===== src/sv/smwm_pkg.sv =====
package smwm_pkg;

  // storage geometry
  localparam int unsigned SEGMENTS    = 4;
  localparam int unsigned SEG_WORDS   = 1024;
  localparam int unsigned STORE_WORDS = SEGMENTS * SEG_WORDS;
  localparam int unsigned SLOT_W      = (STORE_WORDS > 1) ? $clog2(STORE_WORDS) : 1;

  // register map: start/end pair per segment, four pairs always exist
  localparam int unsigned REG_SEGS  = 4;
  localparam int unsigned NUM_REGS  = 2 * REG_SEGS;
  localparam int unsigned REG_IDX_W = $clog2(NUM_REGS);

  localparam int unsigned DATA_W = 16;

  localparam logic [DATA_W-1:0] DATA_RESET  = 16'h0000;
  localparam logic [DATA_W-1:0] MASK_RESET  = 16'hFFFF;
  localparam logic [DATA_W-1:0] START_RESET = 16'hFFFF;
  localparam logic [DATA_W-1:0] END_RESET   = 16'h0000;

  typedef enum logic [1:0] {
    OP_READ     = 2'd0,
    OP_WRITE    = 2'd1,
    OP_SET_MASK = 2'd2
  } op_e;

  // decoded location of one access
  typedef struct packed {
    logic              hit;
    logic [SLOT_W-1:0] slot;
  } loc_t;

  // access entering the store
  typedef struct packed {
    logic              valid;
    op_e               op;
    loc_t              loc;
    logic [DATA_W-1:0] value;
  } req_t;

  // result beat
  typedef struct packed {
    logic              valid;
    logic [DATA_W-1:0] read_data;
    logic              status;
  } res_t;

endpackage


===== src/sv/smwm_seg_map.sv =====
module smwm_seg_map import smwm_pkg::*; (
  input  logic                 clk_i,
  input  logic                 rst_ni,
  input  logic                 cfg_we_i,
  input  logic [REG_IDX_W-1:0] cfg_idx_i,
  input  logic [DATA_W-1:0]    cfg_data_i,
  input  logic [1:0]           op_i,
  input  logic [DATA_W-1:0]    addr_i,
  output loc_t                 loc_o
);

  logic [DATA_W-1:0] seg_start_q [REG_SEGS];
  logic [DATA_W-1:0] seg_end_q   [REG_SEGS];

  always_ff @(posedge clk_i or negedge rst_ni) begin
    if (!rst_ni) begin
      for (int s = 0; s < REG_SEGS; s++) begin
        seg_start_q[s] <= START_RESET;
        seg_end_q[s]   <= END_RESET;
      end
    end else if (cfg_we_i) begin
      if (cfg_idx_i[0]) begin
        seg_end_q[cfg_idx_i[REG_IDX_W-1:1]] <= cfg_data_i;
      end else begin
        seg_start_q[cfg_idx_i[REG_IDX_W-1:1]] <= cfg_data_i;
      end
    end
  end

  logic [SEGMENTS-1:0] in_range;
  logic [SEGMENTS-1:0] idx_ok;
  logic [DATA_W-1:0]   offs [SEGMENTS];
  logic [SLOT_W-1:0]   slot [SEGMENTS];
  logic                op_ok;

  always_comb begin
    for (int s = 0; s < SEGMENTS; s++) begin
      in_range[s] = (addr_i >= seg_start_q[s]) && (addr_i <= seg_end_q[s]);
      offs[s]     = addr_i - seg_start_q[s];
      idx_ok[s]   = {1'b0, offs[s][DATA_W-1:1]} < DATA_W'(SEG_WORDS);
      slot[s]     = SLOT_W'(32'(s) * 32'(SEG_WORDS) + 32'(offs[s][DATA_W-1:1]));
    end
  end

  assign op_ok = (op_i == OP_READ) || (op_i == OP_WRITE) || (op_i == OP_SET_MASK);

  // lowest segment that holds the address wins, even if its index overflows
  always_comb begin
    logic found;
    found      = 1'b0;
    loc_o.hit  = 1'b0;
    loc_o.slot = '0;
    for (int s = 0; s < SEGMENTS; s++) begin
      if (!found && in_range[s]) begin
        found      = 1'b1;
        loc_o.hit  = idx_ok[s] && op_ok;
        loc_o.slot = slot[s];
      end
    end
  end

endmodule


===== config.mk =====
export PLATFORM = sky130hd
export DESIGN_NAME = smwm_seg_map
export DESIGN_NICKNAME = d
export VERILOG_FILES = /design/src/sv/smwm_pkg.sv /design/src/sv/smwm_seg_map.sv
export SDC_FILE = /design/constraint.sdc
export NUM_CORES = 1
export LEC_CHECK = 0
export ABC_CLOCK_PERIOD_IN_PS = 5650
export BUFFER_PORTS_ARGS = -buffer_cell sky130_fd_sc_hd__buf_2
export CORE_MARGIN = 1
export CORE_UTILIZATION = 63
export DETAILED_ROUTE_END_ITERATION = 10
export PLACE_DENSITY = 0.8
export SLEW_MARGIN = 20
export SYNTH_ARGS = -nofsm -noshare
export SYNTH_HDL_FRONTEND = slang
export SYNTH_SLANG_ARGS = --single-unit

===== constraint.sdc =====
create_clock -name clk_i -period 5.65 [get_ports clk_i]
set_input_delay 1.13 -clock clk_i [delete_from_list [all_inputs] [get_ports clk_i]]
set_output_delay 1.13 -clock clk_i [all_outputs]
set_load 0.03 [all_outputs]

; ---- After elaboration in Yosys (flattened, before gate mapping)
; Index checks and enable logic that the tools add are counted.
; W data, S select, Z words.
[word_totals]
wordCells = 64
regBits = 128
input_bits = 40
output_inout_bits = 13
[classes]
mux = 11
add_sub_neg = 7
n_reduce_logical = 20
eq_ne = 2
n_bitwise = 2
magnitude_cmp = 14
[ops]
columns = cell, count
row1 = $bwmux W64, 2
row2 = $ge A16 B16 Y1, 4
row3 = $le A16 B16 Y1, 4
row4 = $sub A16 B16 Y16, 4
row5 = $lt A15 B11 Y1 const B, 4
row6 = $mux W13, 4
row7 = $demux W16 S2, 1
row8 = $add A12 B12 Y12 const A, 2
row9 = $mux W16, 1
row10 = $add A11 B12 Y12 const A, 1
row11 = $logic_and A1 B1 Y1, 12
row12 = $reduce_and A2 Y1, 2
row13 = $ge A3 B3 Y1 const B, 1
row14 = $logic_not A1 Y1, 3
row15 = $lt A3 B1 Y1 const B, 1
row16 = $mux W1, 3
row17 = $not A2 Y3, 1
row18 = $eq A2 B1 Y1 const B, 1
row19 = $eq A2 B2 Y1 const B, 1
row20 = $logic_not A2 Y1, 1
row21 = $logic_or A1 B1 Y1, 2
row22 = $not A1 Y1, 1

; ---- Depth between registers and ports, before layout
; Gate-level depths: netlist of run 1.
[depth]
word_depth = 12
mapped_depth = 14
mapped_depth_nobuf = 12

; ---- Worst setup path after synthesis of run 1
; OpenSTA, ideal clock, no wires.
[synth_path]
path_kind = in2out
startpoint = in addr_i[0]
endpoint = out loc_o[10] (netlist bit)
setup_slack_ns = 0.332
n_path_buf = 1
cell_stages = 13
required_ns = 4.520
arrival_ns = 4.188
path_cell_list = inv_1 > ha_1 > fa_1 > nor2b_1 > o21ai_0 > a21boi_1 > o31ai_1 > a21oi_1 > o21ai_0 > nand3b_1 > or3b_4 > buf_6 > o21ai_0
[synth_rtl]
columns = item, line
row1 = "start, declared", smwm_seg_map.sv:8  ; input logic [DATA_W-1:0] addr_i,
row2 = "end, declared", smwm_seg_map.sv:9  ; output loc_t loc_o

==> flow_results.org, run 1 <==
** GRT
- Maximum number of pins on one net before global-route repair :: 71
- Overall track demand over capacity in global routing :: 34.6%
- The initial antenna violation count came to 0.
- Global routing finished with a remaining overflow of 0.
- The first global-routing pass estimated between 40 and 50 mm of wire.
- The number of global-route vias before repair came to 8588.

** Power and ir drop
- VDD sags by at most between 0.3 and 0.4 mV.
- Power spread over the standard cell area amounts to 397 mW/mm².
- Pleak :: 0.00525 µW

** Clock tree
- TritonCTS created 17 clock buffers.
- Post-CTS repair changed the size of 0 cells.
- Counting along the longest clock path gives a buffer depth of 2.
- The tree built by TritonCTS fans out to around 130 sinks.
- After clock tree synthesis, the clock-pin slew on the worst setup and hold paths is 0.06 ns.
- Setup Buffers After CTS :: 0
- # H-tree levels :: 4
- Clock tree from TritonCTS :: yes
- Buffer cell driving the clock tree root :: clkbuf_16
- For this design, the CTS-stage hold fixing added 0 buffers.
- The later pin in the worst-skew pair is clocked with a latency of 0.42 ns.

** Synthesis
- Synthesis produced a netlist whose cell count is about 1100.
- Summing every instance area after synthesis gives 0.0101 mm².
- After synthesis, the mean cell area works out to 9.02 µm².
- In this run, synthesis produced a sequential element count of 128.
- Biggest area consumer among synthesized cells :: dfstp_2
- In this run, synthesis inferred 0 flip-flops with an integrated enable.
- Count of synthesis-stage warnings from yosys :: 0
- Sequential cells were found to cover approximately 32% of the synthesized design area.
- Nets in the synthesized netlist :: 1295
- Most instantiated cells after synthesis :: inv_1 (137), ha_1 (129), nand2_1 (104), o21ai_0 (104), mux2_2 (70)
- Area share of the largest cell type after synthesis :: between 15 and 20%
- Of all flip-flops after synthesis, the portion carrying an async set or reset was 100%.
- In the post-synthesis netlist, the biggest area contributors are dfstp_2 (17%), ha_1 (16%), dfrtp_1 (16%).
- inv_1 is the most common cell in the netlist.
- The synthesized netlist contains 75 unique library cells.
- For this run, the leading register cell type out of synthesis is dfstp_2.

** Floorplan
- Total die area :: 0.0166 mm²
- DIE HEIGHT :: 129 µm
- Die Width :: 129 µm
- Top-Level Pins :: 53
- The initial utilization of the core area, before any placement, comes to 65.6%.
- Area inside the core boundary :: 0.0154 mm²
- Rows :: 45

** Worst setup path
- Element type at the critical path start :: input pin
- Register-to-register setup slack :: 4.78 ns
- In this run the worst path has a maximum fanout of 13.
- The critical path in this run is classified as input pin to output pin.
- STA puts the critical path data required time at 4.52 ns.
- In this run the critical register-to-register path is captured at seg_start_q[47].
- The worst setup path is captured at an output pin.
- Reg2reg path depth :: 2
- Critical R2R Launch :: seg_start_q[47]
- Data on the critical path arrives at its endpoint at approximately 4.4 ns.

** Timing
- Clock Skews :: 0 ns
- Maximum clock frequency :: between 0.15 and 0.2 GHz
- The final number of max-transition violations was 0.
- Setup repair after global routing left no endpoint under its margin.
- In this run the tightest slew margin relative to its limit is 27.9%.
- Worst-Margin Slew :: roughly 1.1 ns
- After layout, the worst path uses 97.6% of the clock period.
- Final-report hold violation count :: 0
- Count of final setup violators :: 0
- After routing, the total negative slack on setup checks comes to 0 ns.
- Counting I/O delays and the setup requirement, the final critical path takes 5.51 ns.

** Route
- Count of TritonRoute iterations in the first routing pass :: 8
- Remaining DRCs :: 0
- Number of design-rule violations left by the first detailed-router iteration :: 699
- Via Count :: between 8000 and 9000
- Average vias per placed instance :: around 6.1
- After detailed routing, the average wire length per cell comes to 19.0 µm.
- Post-DRT Antenna Nets :: 0
- Wires add up to 26.6 mm.

** Place
- The count of buffers added on input and output ports is 52.
- Dpl hpwl :: a little under 20 mm
- Placed Instance Area :: 0.0106 mm²
- The congestion estimate from routability-driven global placement came to 1.05.

** Hold path
- Hold Path Origin :: seg_start_q[20]
- Destination of the worst hold path :: seg_start_q[20]
- Class of the tightest hold or removal check :: flop to flop
- Cell depth of the worst hold path :: 2

** Cells and area
- Post-Layout Inst Area :: 0.0113 mm²
- Cells with a size suffix above 1 make up 21.1% of the layout.
- Number of nets in the layout :: between 1000 and 1500
- Layout overhead on the synthesized area :: 11.7%
- N_diodes :: 0

** Outcome
- Run status :: finished clean

** Run
- Number of violations of the max-capacitance limit :: 0
-- routing by layer --
| metal | track usage [%] | up-vias | routed length [µm] |
|---|---|---|---|
| met5 | 0 | - | 0 |
| met4 | 14.9 | 0 | 852 |
| met3 | 5.78 | 75 | 1690 |
| met2 | 57.9 | 358 | 12700 |
| met1 | 44.5 | 4077 | 11400 |
| li1 | - | 4114 | - |
-- worst max-delay path by stage --
stage,slack [ns],startpoint,to,depth (start not counted)
finish,0.14,addr_i[0],loc_o[0],14
global route,0.04,addr_i[0],loc_o[0],14
CTS,0.12,addr_i[1],loc_o[12],13
detailed placement,0.13,addr_i[1],loc_o[12],13
global placement,0.29,addr_i[1],loc_o[9],14
floorplan,0.33,addr_i[0],loc_o[10],13
-- logic make-up after synthesis --
logic type | Yosys count | synth area share (%)
AOI/OAI and AO/OA | 285 | 18.0
xor gates and xnor gates | 39 | 3.38
adders and majority gates | 133 | 16.7
buffers and inverters | 166 | 6.37
DFF | 128 | 32.5
muxes | 80 | 8.78
and+or+nand+nor | 291 | 14.3
-- registers in the layout, summed over array words and instances (netlist names) --
name         cells
seg_end_q       64
seg_start_q     64
-- layout make-up --
cell class / instances / area [µm²]
clock buffer: 21 / 460
clock inverter: 11 / 176
fill: 1183 / 4130
inverter: 138 / 523
multi-input combinational: 828 / 6230
sequential: 128 / 3280
tap: 211 / 264
timing repair buffer: 66 / 368
-- critical path: stages --
cell,delay [ns]
buf_2,0.10
inv_1,0.24
ha_1,0.25
fa_1,0.27
nor2b_4,0.06
o311a_1,0.32
o21ai_2,0.24
a21oi_2,0.10
o211a_2,0.39
clkinv_4,0.09
o2111ai_1,0.10
or3b_4,0.53
o221ai_1,0.29
buf_2,0.26
-- where the power goes --
group | switching, µW | internal, µW
Combinational | 1200 | 822
Clock | 430 | 768
Sequential | 84.3 | 1180
Total | 1710 | 2770
-- per-stage QoR --
stage	setup WS [ns]	power, µW	cells	hold WS (ns)	util, %
5_1_grt	0.0394	4770	1403	0.514	73.3
2_1_floorplan	0.332	2720	1122	0.478	-
3_5_place_dp	0.131	3230	1371	0.493	69.0
4_1_cts	0.118	4450	1403	0.506	73.1
3_3_place_gp	0.287	3180	1371	0.487	69.0
6_report	0.136	4490	1403	0.502	73.3
-- layout by cell type, fill, tap and decap left out, types with 16 or more instances in the layout --
master | synthesis | layout
ha_1 | 129 | 129
mux2_2 | 70 | 70
dfstp_2 | 64 | 64
xnor2_1 | 27 | 27
inv_1 | 137 | 137
nor2_1 | 49 | 47
nand3_1 | 16 | 16
a21oi_1 | 55 | 55
a21o_1 | 22 | 22
nand2_1 | 104 | 104
clkbuf_16 | 0 | 17
nor2b_1 | 21 | 21
nand4_1 | 23 | 23
nor3_1 | 21 | 19
o21ai_0 | 104 | 104
buf_2 | 1 | 51
dfrtp_1 | 64 | 64
(Power assumes the default switching activity.)
==> inputs of run 2 (changes only) <==
--- a/config.mk
+++ b/config.mk
@@ -10,6 +10,7 @@
 export CORE_MARGIN = 1
 export CORE_UTILIZATION = 63
 export DETAILED_ROUTE_END_ITERATION = 10
+export GPL_TIMING_DRIVEN = 0
 export PLACE_DENSITY = 0.8
 export SLEW_MARGIN = 20
 export SYNTH_ARGS = -nofsm -noshare
==> run 2 against run 1 <==
  * Total power down 1.9%
  * Non-clock buffer count up 19
  * Combinational power is essentially flat
  * Sequential share of layout area fell by 0.23 points
  * Critical path depth is 1 higher
  * Cell count up 1.4%
  * Wire length increased by 0.34%
  * Critical path type unchanged
==> flow_results.org, run 2 (synthesized netlist as in run 1, its figures left out) <==
** Outcome
- The run finished with clean final reports.

** Clock tree
- The number of clock buffers inserted by TritonCTS is 17 (unchanged).
- The number of buffers on the longest clock path was 2 (unchanged).
- Clock tree synthesis selected as its root buffer the cell clkbuf_16.
- The clock latency at the later pin of the worst-skew pair was 0.43 ns (about the same).
- The hold buffer count at cts was 0 (unchanged).
- TritonCTS built the clock tree.
- Clock transition at path regs :: 0.06 ns (about the same)
- The count of H-tree levels built during CTS is 4 (unchanged).
- The clock sink count was 128 (unchanged).

** Timing
- The final setup violation count came to 0 (unchanged).
- Clock Skews :: 0 ns (unchanged)
- The tightest hold margin came to 0.504 ns (+0.00136 ns).
- The time the final worst path needs with I/O delays and setup was 5.60 ns (+0.0887 ns).
- The count of final hold-check violations came to 0 (unchanged).
- The upper clock frequency limit came to 0.178 GHz (-1.6%).
- The period utilization was 99.2% (+1.6 points).
- The final number of max-transition violations was 0 (unchanged).
- Worst slew margin relative to its limit :: 57.4% (+29 points)
- The setup TNS after final layout is 0 ns (unchanged).
- Worst-Margin Slew :: 0.636 ns (-0.442 ns)

** Floorplan
- Die Width :: 129 µm (unchanged)
- The number of standard-cell rows in the floorplan is 45 (unchanged).
- Total die area :: 0.0166 mm² (unchanged)
- Top-Level Pins :: 53 (unchanged)
- The initial cell density of the core was 65.6% (unchanged).
- Area inside the core boundary :: 0.0154 mm² (unchanged)
- The die outline height was 129 µm (unchanged).

** Power and ir drop
- Worst VDD drop :: 0.242 mV (-26%)
- Total power consumption of the routed design :: 4400 µW (-1.9%)
- Cell Pwr Density :: 386 mW/mm² (-2.7%)
- Pleak :: 0.00524 µW (-0.19%)

** Worst setup path
- The worst setup path is captured at an output pin.
- Critical path's most frequent cell :: buf_2
- Stages on worst setup path :: 15 (+1)
- The critical path buffer and inverter count came to 4 (unchanged).
- The maximum net fanout on the critical path was 10 (-3).
- Maximum single-stage delay on the critical path :: 0.46 ns (-0.07 ns)
- The worst setup path is launched from an input pin.
- Cell family contributing the most delay on the critical path :: compound AO/OA/AOI/OAI gates
- Cell breakdown of the critical path :: buf_2, clkinvlp_4, ha_1, fa_1, nor2b_1, o21a_1, nor2_1, a2111oi_2, o311a_1, o21ai_4, o2111ai_1, or3b_4, buf_6, o221ai_1, buf_2
- Start point of the critical path :: addr_i[0]
- The worst-case reg-to-reg path depth is 2 (unchanged).
- The critical path arrival came to 4.47 ns (+0.09 ns).
- Data required time at the worst endpoint :: 4.52 ns (about the same)
- The slowest stage of the critical path belongs to the cell or3b_4.
- The startpoint identified for the worst register-to-register timing path is seg_start_q[49].
- The worst setup path is of the input pin to output pin kind.

** Run
- Number of violations of the max-capacitance limit :: 0 (unchanged)

** Place
- Final weighted congestion in routability-driven placement :: 0.952 (-8.9%)
- The post-placement cell count came to 1382 (+0.80%).
- The count of buffers from port buffering is 48 (-7.7%).
- Dpl hpwl :: 20.4 mm (+2.9%)

** Route
- WL per Instance :: 18.8 µm (-1.0%)
- WL final :: 26.7 mm (+0.34%)
- The total iterations of the first detailed-routing run was 5 (-3).
- Remaining DRCs :: 0 (unchanged)
- Average vias per placed instance :: 6.14 (about the same)
- The number of DRC violations after detailed-routing iteration 0 is 595 (-15%).
- The total number of vias is 8736 (+1.3%).
- Post-DRT Antenna Nets :: 0 (unchanged)

** Cells and area
- Most common cell after layout, fill and taps aside :: inv_1
- Share of layout cells above drive strength 1 :: 21.0% (-0.17 points)
- In the layout the commonest cells are inv_1 (135), ha_1 (129), o21ai_0 (104), nand2_1 (104), mux2_2 (70).
- FF/Latch Area :: 0.00328 mm² (unchanged)
- Final Non-Filler Cells :: 1422 (+1.4%)
- N_diodes :: 0 (unchanged)
- Layout overhead on the synthesized area :: 12.6%
- Filler cells :: 1204 (+1.8%)
- Number of nets in the layout :: 1371 (+1.4%)
- The largest registers in the layout are seg_end_q (64), seg_start_q (64).
- Total area of multi-input combinational cells :: 0.00626 mm² (+0.54%)
- The core utilization of the finished layout came to 73.8% (+0.58 points).

** GRT
- Maximum number of pins on one net before global-route repair :: 70 (-1.4%)
- Vias in the first global route :: 8615 (+0.31%)
- Antenna violations before repair :: 0 (unchanged)
- First-pass GRT wire length :: 42.6 mm (-2.2%)
- Overall track demand over capacity in global routing :: 34.3% (-0.39 points)
- The total congestion overflow after global routing was 0 (unchanged).

** Hold path
- Cell depth of the worst hold path :: 1 (-1)
- Class of the tightest hold or removal check :: flop to flop
- The worst hold path begins at seg_end_q[44].
[run 2: per-stage QoR]
step	cell area (µm²)	setup slack [ns]
2_1_floorplan	10100	0.332
3_3_place_gp	10600	-0.366
3_5_place_dp	10700	-0.402
4_1_cts	11300	-0.0334
5_1_grt	11400	-0.0107
6_report	11400	0.0475
[run 2: area by class of cell]
class / count / share of cell area [%]
clock inverter: 12 / 1.16
clock buffer: 20 / 4.01
multi-input combinational: 828 / 55.0
tap: 211 / 2.32
buffer: 28 / 1.08
inverter: 138 / 4.66
timing repair buffer: 57 / 3.00
sequential: 128 / 28.8
[run 2: path summary, 6_finish.rpt]
path	slack, ns	to
max reg2reg	4.79	seg_start_q[49]
min reg2reg	0.50	seg_end_q[44]
max	0.05	loc_o[6]
min in group asynchronous	0.67	seg_end_q[27]
min	0.50	seg_end_q[44]
max in group asynchronous	4.18	seg_start_q[16]
[run 2: report_power, final]
| group | leakage (µW) | total, µW | internal (µW) | switching, µW |
|---|---|---|---|---|
| sequential | 0.00144 | 1260 | 1180 | 81.3 |
| clock | 0.000283 | 1100 | 673 | 431 |
| combinational | 0.00352 | 2030 | 836 | 1200 |
[run 2: per-layer routing]
| layer | part of all wire [%] | track usage [%] | vias to the layer above |
|---|---|---|---|
| li1 | - | - | 4162 |
| met4 | 3.9 | 17.2 | 0 |
| met1 | 41 | 41.9 | 4203 |
| met5 | 0 | 0 | - |
| met2 | 50 | 59.5 | 296 |
| met3 | 5.6 | 4.53 | 75 |
[run 2: timing repair]
item | in CTS | in global routing
setup endpoints to repair | 11 | 12
pin swaps | 0 | 3
buffers inserted | 0 | 8
resized for setup | 6 | 17
==> inputs of run 3 (changes only) <==
--- a/config.mk
+++ b/config.mk
@@ -7,6 +7,7 @@
 export LEC_CHECK = 0
 export ABC_CLOCK_PERIOD_IN_PS = 5650
 export BUFFER_PORTS_ARGS = -buffer_cell sky130_fd_sc_hd__buf_2
+export CORE_ASPECT_RATIO = 1.5
 export CORE_MARGIN = 1
 export CORE_UTILIZATION = 63
 export DETAILED_ROUTE_END_ITERATION = 10
==> run 3 against run 2 <==
  * Global-route usage rose by 1.3 points
  * Count of clock-buffer cells in the layout shrank 1
  * First-iteration DRC count decreased by 3.7%
  * Sequential share of layout area decreased by 0.079 points
  * Wire length rose by 5.7%
  * Largest cell class unchanged
  * Design area up 0.27%
==> flow_results.org, run 3 (synthesized netlist as in run 1, its figures left out) <==
** Power and ir drop
- The maximum ir drop on the vdd rail is 0.222 mV (-8.5%).
- The switching power as a share of total power is 38.8% (about the same).
- The combinational power share came to 45.3% (-0.9 points).
- Share of power burned in registers :: 27.9% (-0.8 points)
- The internal portion of total power is 2780 µW (+3.2%).
- The power per unit of standard cell area is 397 mW/mm² (+2.9%).
- The leakage power figure came to 0.00527 µW (+0.47%).
- Switching power :: 1760 µW (+3.2%)
- Clock network fraction of design power :: 26.8% (+1.7 points)

** Cells and area
- The non-filler instance count after layout came to 1413 (-0.63%).
- Share of layout cells above drive strength 1 :: 20.8% (-0.15 points)
- The post-route standard cell area excluding fillers was 0.0114 mm² (+0.27%).
- Number of nets in the layout :: 1370 (-0.073%)
- In the layout the commonest cells are inv_1 (135), ha_1 (129), o21ai_0 (104), nand2_1 (104), mux2_2 (70).
- The number of antenna repair diodes is 0 (unchanged).
- Relative to the synthesized area, the layout overhead comes to 12.9%.
- The largest registers in the layout are seg_end_q (64), seg_start_q (64).
- The library cell used most frequently in the layout, excluding fill and tap cells, is inv_1.

** Floorplan
- Die Width :: 105 µm (-18%)
- Top-Level Pins :: 53 (unchanged)
- The number of standard-cell rows in the floorplan is 56 (+24%).
- The die outline height was 157 µm (+22%).
- The initial cell density of the core came to 64.5% (-1.1 points).
- Total die area :: 0.0166 mm² (about the same)
- The total core area was 0.0157 mm² (+1.7%).

** Timing
- Maximum clock frequency :: 0.179 GHz (+0.32%)
- The transition time at the pin with the least slew margin is 0.711 ns (+0.0745 ns).
- The final worst clock skew came to 0 ns (unchanged).
- The count of final hold-check violations was 0 (unchanged).
- Count of final setup violators :: 0 (unchanged)
- Min Clock Period, post-route :: 5.58 ns (-0.0181 ns)
- The final number of max-transition violations came to 0 (unchanged).
- The headroom to the max-slew limit is 52.4% (-5.0 points).
- The period utilization was 98.8% (-0.32 points).

** Route
- Remaining DRCs :: 0 (unchanged)
- The final routed wire length divided by cell count is 20.0 µm (+6.4%).
- WL final :: 28.2 mm (+5.7%)
- Via Count :: 8838 (+1.2%)
- The total iterations of the first detailed-routing run was 6 (+1).
- The number of DRC violations after detailed-routing iteration 0 was 573 (-3.7%).
- Average vias per placed instance :: 6.25 (+1.8%)
- The number of nets still failing antenna checks after routing came to 0 (unchanged).

** Place
- Placed Instance Area :: 0.0106 mm² (about the same)
- Placed Cells incl. Taps :: 1374 (-0.58%)
- The weighted congestion reported at the end of routability-driven placement was 0.962 (+0.98%).
- The HPWL reported at the end of detailed placement was 21.3 mm (+4.5%).
- The count of buffers from port buffering was 48 (unchanged).

** Clock tree
- TritonCTS built the clock tree.
- Maximum number of buffers from clock root to sink :: 2 (unchanged)
- Clock latency reported for the late side of the worst-skew pair :: 0.43 ns (about the same)
- # H-tree levels :: 4 (unchanged)
- The clock sink count was 128 (unchanged).
- In this run the clock root is driven by a clkbuf_16.
- The number of clock buffers inserted by TritonCTS was 17 (unchanged).
- Clock transition at path regs :: 0.06 ns (about the same)

** Worst setup path
- Reg2reg path depth :: 2 (unchanged)
- The worst setup slack for register-to-register paths was 4.79 ns (about the same).
- The worst register-to-register path ends at seg_start_q[33].
- The worst setup path is captured at an output pin.
- The critical path arrival is 4.45 ns (-0.02 ns).
- The critical path data required time is 4.52 ns (about the same).
- Critical R2R Launch :: seg_start_q[33]
- Worst-path fanout max :: 10 (unchanged)
- The critical path is of the input pin to output pin type.
- STA classifies the critical path startpoint as an input pin.

** GRT
- Met3 track utilization from global routing :: 4.64% (+0.11 points)
- The first-pass GRT wire length came to 44.7 mm (+5.0%).
- Met2 routing resource usage after global routing :: 65.6% (+6.0 points)
- GR Util met1 :: 37.4% (-4.5 points)
- The total congestion overflow after global routing came to 0 (unchanged).
- The overall fraction of global-route tracks in use was 35.5% (+1.3 points).
- The pin count of the biggest net entering global routing came to 75 (+7.1%).
- The initial antenna violation count was 0 (unchanged).
- Routing layer with the top usage in global route :: met2
- Vias in the first global route :: 9068 (+5.3%)

** Run
- The total of max-cap violations is 0 (unchanged).

** Hold path
- Class of the tightest hold or removal check :: flop to flop
- In this run the most critical hold path is launched from seg_end_q[10].
- Cell depth of the worst hold path :: 1 (unchanged)
- The worst hold path terminates at seg_end_q[10].

** Outcome
- Run status :: finished clean
run 3: power groups by stage:
stage	sequential [µW]	combinational, µW	clock [µW]
6_report	1270	2060	1220
5_1_grt	1290	2250	1260
4_1_cts	1260	2000	1220
3_5_place_dp	1280	1960	0
3_3_place_gp	1260	1910	0
2_1_floorplan	1250	1470	0
run 3: worst max-delay path, cell delays in order:
cell        delay [ns]
buf_2             0.11
clkinvlp_4        0.14
ha_1              0.22
fa_1              0.28
nor2b_4           0.06
o311a_1           0.36
o21ai_4           0.22
a21oi_2           0.10
o211a_1           0.26
buf_6             0.16
clkinv_4          0.08
o2111ai_1         0.12
or3b_4            0.49
buf_6             0.19
o211ai_1          0.27
clkbuf_4          0.26
run 3: worst max-delay path by stage:
stage                            to  startpoint  cells past startpoint
after floorplan           loc_o[10]   addr_i[0]                     13
after global placement     loc_o[4]   addr_i[0]                     14
after detailed placement   loc_o[4]   addr_i[0]                     14
after CTS                 loc_o[10]  addr_i[11]                     12
after global routing      loc_o[11]  addr_i[11]                     15
final                     loc_o[11]   addr_i[0]                     16
run 3: cell type report:
class / instances / area (µm²)
Timing Repair Buffer: 57 / 342
Fill cell: 1231 / 4270
Multi-Input combinational cell: 828 / 6250
Clock buffer: 19 / 443
Inverter: 138 / 531
Sequential cell: 128 / 3280
Buffer: 27 / 119
Tap cell: 203 / 254
Clock inverter: 13 / 200
run 3: metrics by stage:
step           setup slack (ns)  total power, µW  util, %  setup TNS, ns  hold WS, ns
2_1_floorplan             0.332             2720        -              0        0.478
4_1_cts                  0.0212             4490     72.2              0        0.506
5_1_grt                -0.00958             4790     72.8       -0.00958        0.516
3_5_place_dp             -0.593             3230     67.8          -4.47        0.493
3_3_place_gp             -0.530             3170     67.6          -3.93        0.486
6_report                 0.0656             4540     72.8              0        0.503
run 3: routing by layer:
metal | up-vias | part of all wire [%]
li1 | 4143 | -
met1 | 4267 | 37
met2 | 311 | 52
met3 | 117 | 4.5
met4 | 0 | 6.5
met5 | - | 0
run 3: timing repair:
action | 4_1_cts | 5_1_grt
hold buffers | 0 | 0
setup buffers | 1 | 7
pin swaps | 1 | 3
gates resized for setup | 10 | 11
endpoints found under the setup margin | 13 | 10
